**src/design/gdps_pkg.sv**
```systemverilog
// Shared types, constants and the sine gain table for the granular delay pitch shifter.
package gdps_pkg;

	// default parameter values
	localparam int BUFFER_DEPTH_DEF  = 8192;
	localparam int WINDOW_LENGTH_DEF = 4096;
	localparam int SAMPLE_WIDTH_DEF  = 24;

	// fixed formats
	localparam int PHASE_W    = 32;
	localparam int FRAC_W     = 16;
	localparam int GAIN_W     = 17;
	localparam int MUL_B_W    = 18;
	localparam int SINE_IDX_W = 5;
	localparam int CFG_IDX_W  = 1;

	localparam logic [GAIN_W-1:0] UNITY = 17'h10000;
	localparam int RND_BIAS = 32768;

	// multiplier-accumulator defaults (24-bit samples)
	localparam int MAC_A_W_DEF   = 33;
	localparam int MAC_ACC_W_DEF = 52;

	// register map
	localparam logic [CFG_IDX_W-1:0] REG_PHASE_STEP = 1'd0;
	localparam logic [CFG_IDX_W-1:0] REG_MIX_GAIN   = 1'd1;

	typedef enum logic [4:0] {
		S_CLEAR,
		S_IDLE,
		S_DA,
		S_DB,
		S_GA,
		S_GB,
		S_TAL0,
		S_TAL1,
		S_TAR0,
		S_TAR1,
		S_TBL0,
		S_TBL1,
		S_TBR0,
		S_TBR1,
		S_WL0,
		S_WL1,
		S_WR0,
		S_WR1,
		S_OL0,
		S_OL1,
		S_OR0,
		S_OR1,
		S_DONE
	} state_t;

	typedef struct packed {
		logic en;    // update accumulator this cycle
		logic load;  // start a new sum instead of adding
		logic bias;  // start the sum at one half LSB of the Q16 result
	} mac_ctl_t;

	// sin(k*pi/32) in Q16, k = 0..16; anything past the top reads unity
	function automatic logic [GAIN_W-1:0] sine_q16(input logic [SINE_IDX_W-1:0] k);
		logic [GAIN_W-1:0] v;
		unique case (k)
			5'd0:    v = 17'd0;
			5'd1:    v = 17'd6424;
			5'd2:    v = 17'd12785;
			5'd3:    v = 17'd19024;
			5'd4:    v = 17'd25080;
			5'd5:    v = 17'd30893;
			5'd6:    v = 17'd36410;
			5'd7:    v = 17'd41576;
			5'd8:    v = 17'd46341;
			5'd9:    v = 17'd50660;
			5'd10:   v = 17'd54491;
			5'd11:   v = 17'd57798;
			5'd12:   v = 17'd60547;
			5'd13:   v = 17'd62714;
			5'd14:   v = 17'd64277;
			5'd15:   v = 17'd65220;
			default: v = UNITY;
		endcase
		return v;
	endfunction

endpackage

```
**src/design/gdps_mac.sv**
```systemverilog
// Shared signed multiply-accumulate unit used by the sequencer for every product.
module gdps_mac #(
	parameter int A_W   = gdps_pkg::MAC_A_W_DEF,
	parameter int ACC_W = gdps_pkg::MAC_ACC_W_DEF
) (
	input  logic                           clk,
	input  gdps_pkg::mac_ctl_t             ctl,
	input  logic signed [A_W-1:0]          a,
	input  logic signed [gdps_pkg::MUL_B_W-1:0] b,
	output logic signed [ACC_W-1:0]        acc
);
	import gdps_pkg::*;

	localparam int PROD_W = A_W + MUL_B_W;

	logic signed [PROD_W-1:0] prod;
	logic signed [ACC_W-1:0]  prod_x;
	logic signed [ACC_W-1:0]  base;
	logic signed [ACC_W-1:0]  acc_q;

	assign prod   = a * b;
	assign prod_x = {{(ACC_W-PROD_W){prod[PROD_W-1]}}, prod};

	always_comb begin
		if (ctl.load) begin
			base = ctl.bias ? ACC_W'(RND_BIAS) : '0;
		end else begin
			base = acc_q;
		end
	end

	always_ff @(posedge clk) begin
		if (ctl.en) begin
			acc_q <= base + prod_x;
		end
	end

	assign acc = acc_q;

endmodule

```
**config.mk**
```make
export PLATFORM = sky130hd
export DESIGN_NAME = gdps_mac
export DESIGN_NICKNAME = d
export VERILOG_FILES = /design/src/design/gdps_pkg.sv /design/src/design/gdps_mac.sv
export SDC_FILE = /design/constraint.sdc
export NUM_CORES = 2
export LEC_CHECK = 0
export BUFFER_PORTS_ARGS = -buffer_cell sky130_fd_sc_hd__buf_2
export CELL_PAD_IN_SITES_DETAIL_PLACEMENT = 0
export CELL_PAD_IN_SITES_GLOBAL_PLACEMENT = 2
export CORE_AREA = 2 2 249 251
export DETAILED_ROUTE_END_ITERATION = 12
export DIE_AREA = 0 0 251 253
export PLACE_DENSITY_LB_ADDON = 0.1
export RECOVER_POWER = 50
export SYNTH_ARGS = -nofsm -noshare
export SYNTH_HDL_FRONTEND = slang
export SYNTH_SLANG_ARGS = --single-unit
```
**constraint.sdc**
```tcl
create_clock -name clk -period 10.42 [get_ports clk]
set_input_delay 1.563 -clock clk [delete_from_list [all_inputs] [get_ports clk]]
set_output_delay 1.563 -clock clk [all_outputs]
set_load 0.005 [all_outputs]
```
==> impl_metrics.tcl <==
set metrics [dict create \
    cts-root-buf "clkbuf_16" \
    yosys-top-cells-area "fa_1 (52%), inv_1 (9.0%), ha_1 (7.5%)" \
    cts_tree "done" \
    worstSetupPathType "in -> reg" \
    avgSynthCellArea_um2 9.63 \
    fin_area_mm2 0.0253 \
    wirelength_um 73600 \
    yosys.area.top_type "fa_1" \
    r2r_end "acc[49]" \
    die_w_um 251 \
    die_h_um 253 \
    synth_warnings 0 \
    regToRegSetupSlack_ns 4.33 \
    ant_nets 0 \
    clk_pin_slew_ns 0.10 \
    first_pass_iters 5 \
    synthCells 2496 \
    worstHoldPathType "reg -> reg" \
    finalClockSkew_ns 0.0208 \
    post-cts-setup-buffers 0 \
    hpwl_um 59200 \
    grt_first_pass_wirelength_um 115000 \
    synth.ff_latch_count 52 \
    grt_usage_pct 24.5 \
    r2r-start "acc[26]" \
    slew_violations 53 \
    grt_pass1_vias 19200 \
    clk_path_buf_depth 2 \
    grt_util_met1_pct 31.2 \
    hold_violations 0 \
    dieArea_mm2 0.0635 \
    core_area_mm2 0.0610 \
    gr-usage-met2_pct 43.6 \
    grt_use_met3_pct 3.16 \
    whs_path_depth 2 \
    min_period_ns 8.84 \
    min-delay-start "acc[0]" \
    reg2reg_depth 18 \
    yosysTopAreaCellShare_pct 52.0 \
    antenna_cells 0 \
    gp_congestion 0.902 \
    syn_to_final_growth_pct 5.41 \
    ys_types 72 \
    drtIter0Drc 822 \
    clk_latency_ns 0.35 \
    drc_errors 0 \
    placed_cell_area_mm2 0.0252 \
    grt_busiest_layer "met2" \
    critPathMaxFanout 24 \
    initial_core_util_pct 39.4 \
    vias 16600 \
    slew_headroom_pct -169 \
    grt_max_degree 53 \
    yosysSeqAreaShare_pct 6.50 \
    rsz0062_at_grt "false" \
    io_pins 107 \
    largest_reg_flops 52 \
    setup_violations 0 \
    status "finished with violations" \
    tns_ns 0 \
    cts_buffers 5 \
    cts.sinks 52 \
    violations "max-capacitance violations, max-slew violations" \
    htree_levels 2 \
    cp.arrival_ns 8.93 \
    synth_commonest_cells "fa_1 (624), inv_1 (578), nand2_1 (313)" \
    worstMarginPinSlew_ns 4.04 \
    wl_per_cell_um 22.3 \
    port_buffers 106 \
    fillers 6176 \
    cap_violations 1 \
    drive_gt1_share_pct 5.06 \
    fin_crit_sh_pct 84.8 \
    synth_edf_count 52 \
    cp.required_ns 10.52 \
    antenna_found_initial 7 \
    holdPathEnd "acc[0]" \
    rows 91 \
    ctsHoldBuffers 0 \
    synth_most_common_cell "fa_1" \
    async_reset_ff_share_pct 0 \
    via_per_inst 5.03 \
    nets 3333 \
    critPathLaunchType "primary input" \
    cts-resized-gates 0 \
    synth_area_mm2 0.0240 \
    clock.fmax_mhz 113 \
    yosys_most_used_dff "edfxtp_1" \
    worst_setup_path_end_kind "flip-flop" \
    grt_remaining_overflow 0 \
    syn_nets 3319 \
]
## area by class of cell
cell class	count	area (µm²)	share of cell area [%]
inverters	579	2170	8.58
multi-input cells	1754	19900	78.4
flip-flops and latches	52	1560	6.16
clock inverters	3	26.3	0.104
repair buffers	118	592	2.34
clock buffers	5	125	0.494
well taps	790	988	3.90
## routing by layer
metal | part of all wire [%] | up-vias
met4 | 3.2 | 2
met2 | 51 | 360
met3 | 4.4 | 106
met5 | 0.018 | -
li1 | - | 7341
met1 | 42 | 8793
## layout by cell type (no fill, tap or decap), types with 3 or more instances in the layout
cell type and count:
and2_1 281, a21oi_1 39, ha_1 144, or3_1 3, nand3_1 7, o21ai_0 22, buf_2 86, fa_1 624
o211ai_1 4, nor2_1 60, xnor2_1 39, nor2b_1 22, clkbuf_1 19, a21oi_2 3, inv_1 578, nor3_1 6
and4_1 5, a211oi_1 9, nand2b_1 43, and3_1 4, buf_4 11, edfxtp_1 52, a21boi_0 3, a2111o_1 3
o21bai_1 4, nand4_1 6, o21a_1 6, a21o_1 32, clkbuf_16 5, a31oi_1 7, nand2_1 313, xor2_1 14
## through the flow
stage	hold slack [ns]	worst slack [ns]	util [%]	std cells
final	0.759	1.58	41.5	3301
after CTS	0.750	1.72	41.6	3301
after floorplan	0.682	2.37	-	2496
after global placement	0.720	1.27	41.3	3293
after global routing	0.802	1.19	41.5	3301
after detailed placement	0.724	1.33	41.3	3293
## critical path, cell delays in order
cell and delay, ns:
buf_2 0.57, nand2_1 0.40, fa_1 0.63, inv_1 0.06
fa_1 0.49, inv_1 0.05, fa_1 0.47, inv_1 0.05
fa_1 0.49, fa_1 0.59, fa_1 0.42, ha_1 0.30
ha_1 0.51, and4_1 0.34, a221oi_1 0.35, nor2_1 0.22
a211oi_1 0.60, a31o_1 0.40, mux2i_1 0.23, o2111ai_1 0.13
## how the worst max path moves through the flow
stage	startpoint	depth (start not counted)	slack (ns)	end
after detailed placement	b[0]	20	1.33	acc[46]
after global routing	b[1]	24	1.19	acc[47]
final	b[0]	20	1.58	acc[46]
after global placement	b[0]	20	1.27	acc[46]
after CTS	b[0]	20	1.72	acc[46]
after floorplan	a[32]	21	2.37	acc[50]
## cells by family after synthesis
kind of cell | share of synthesized area (%)
fa+ha+maj | 59.5
compound gates | 5.16
simple gates | 16.0
mux | 0.130
xor+xnor | 1.93
flops | 6.50
buf+inv | 10.8
Power is left out: the tool's default activity adds up to more than one toggle a clock period on the data nets, which glitch-free logic cannot reach.
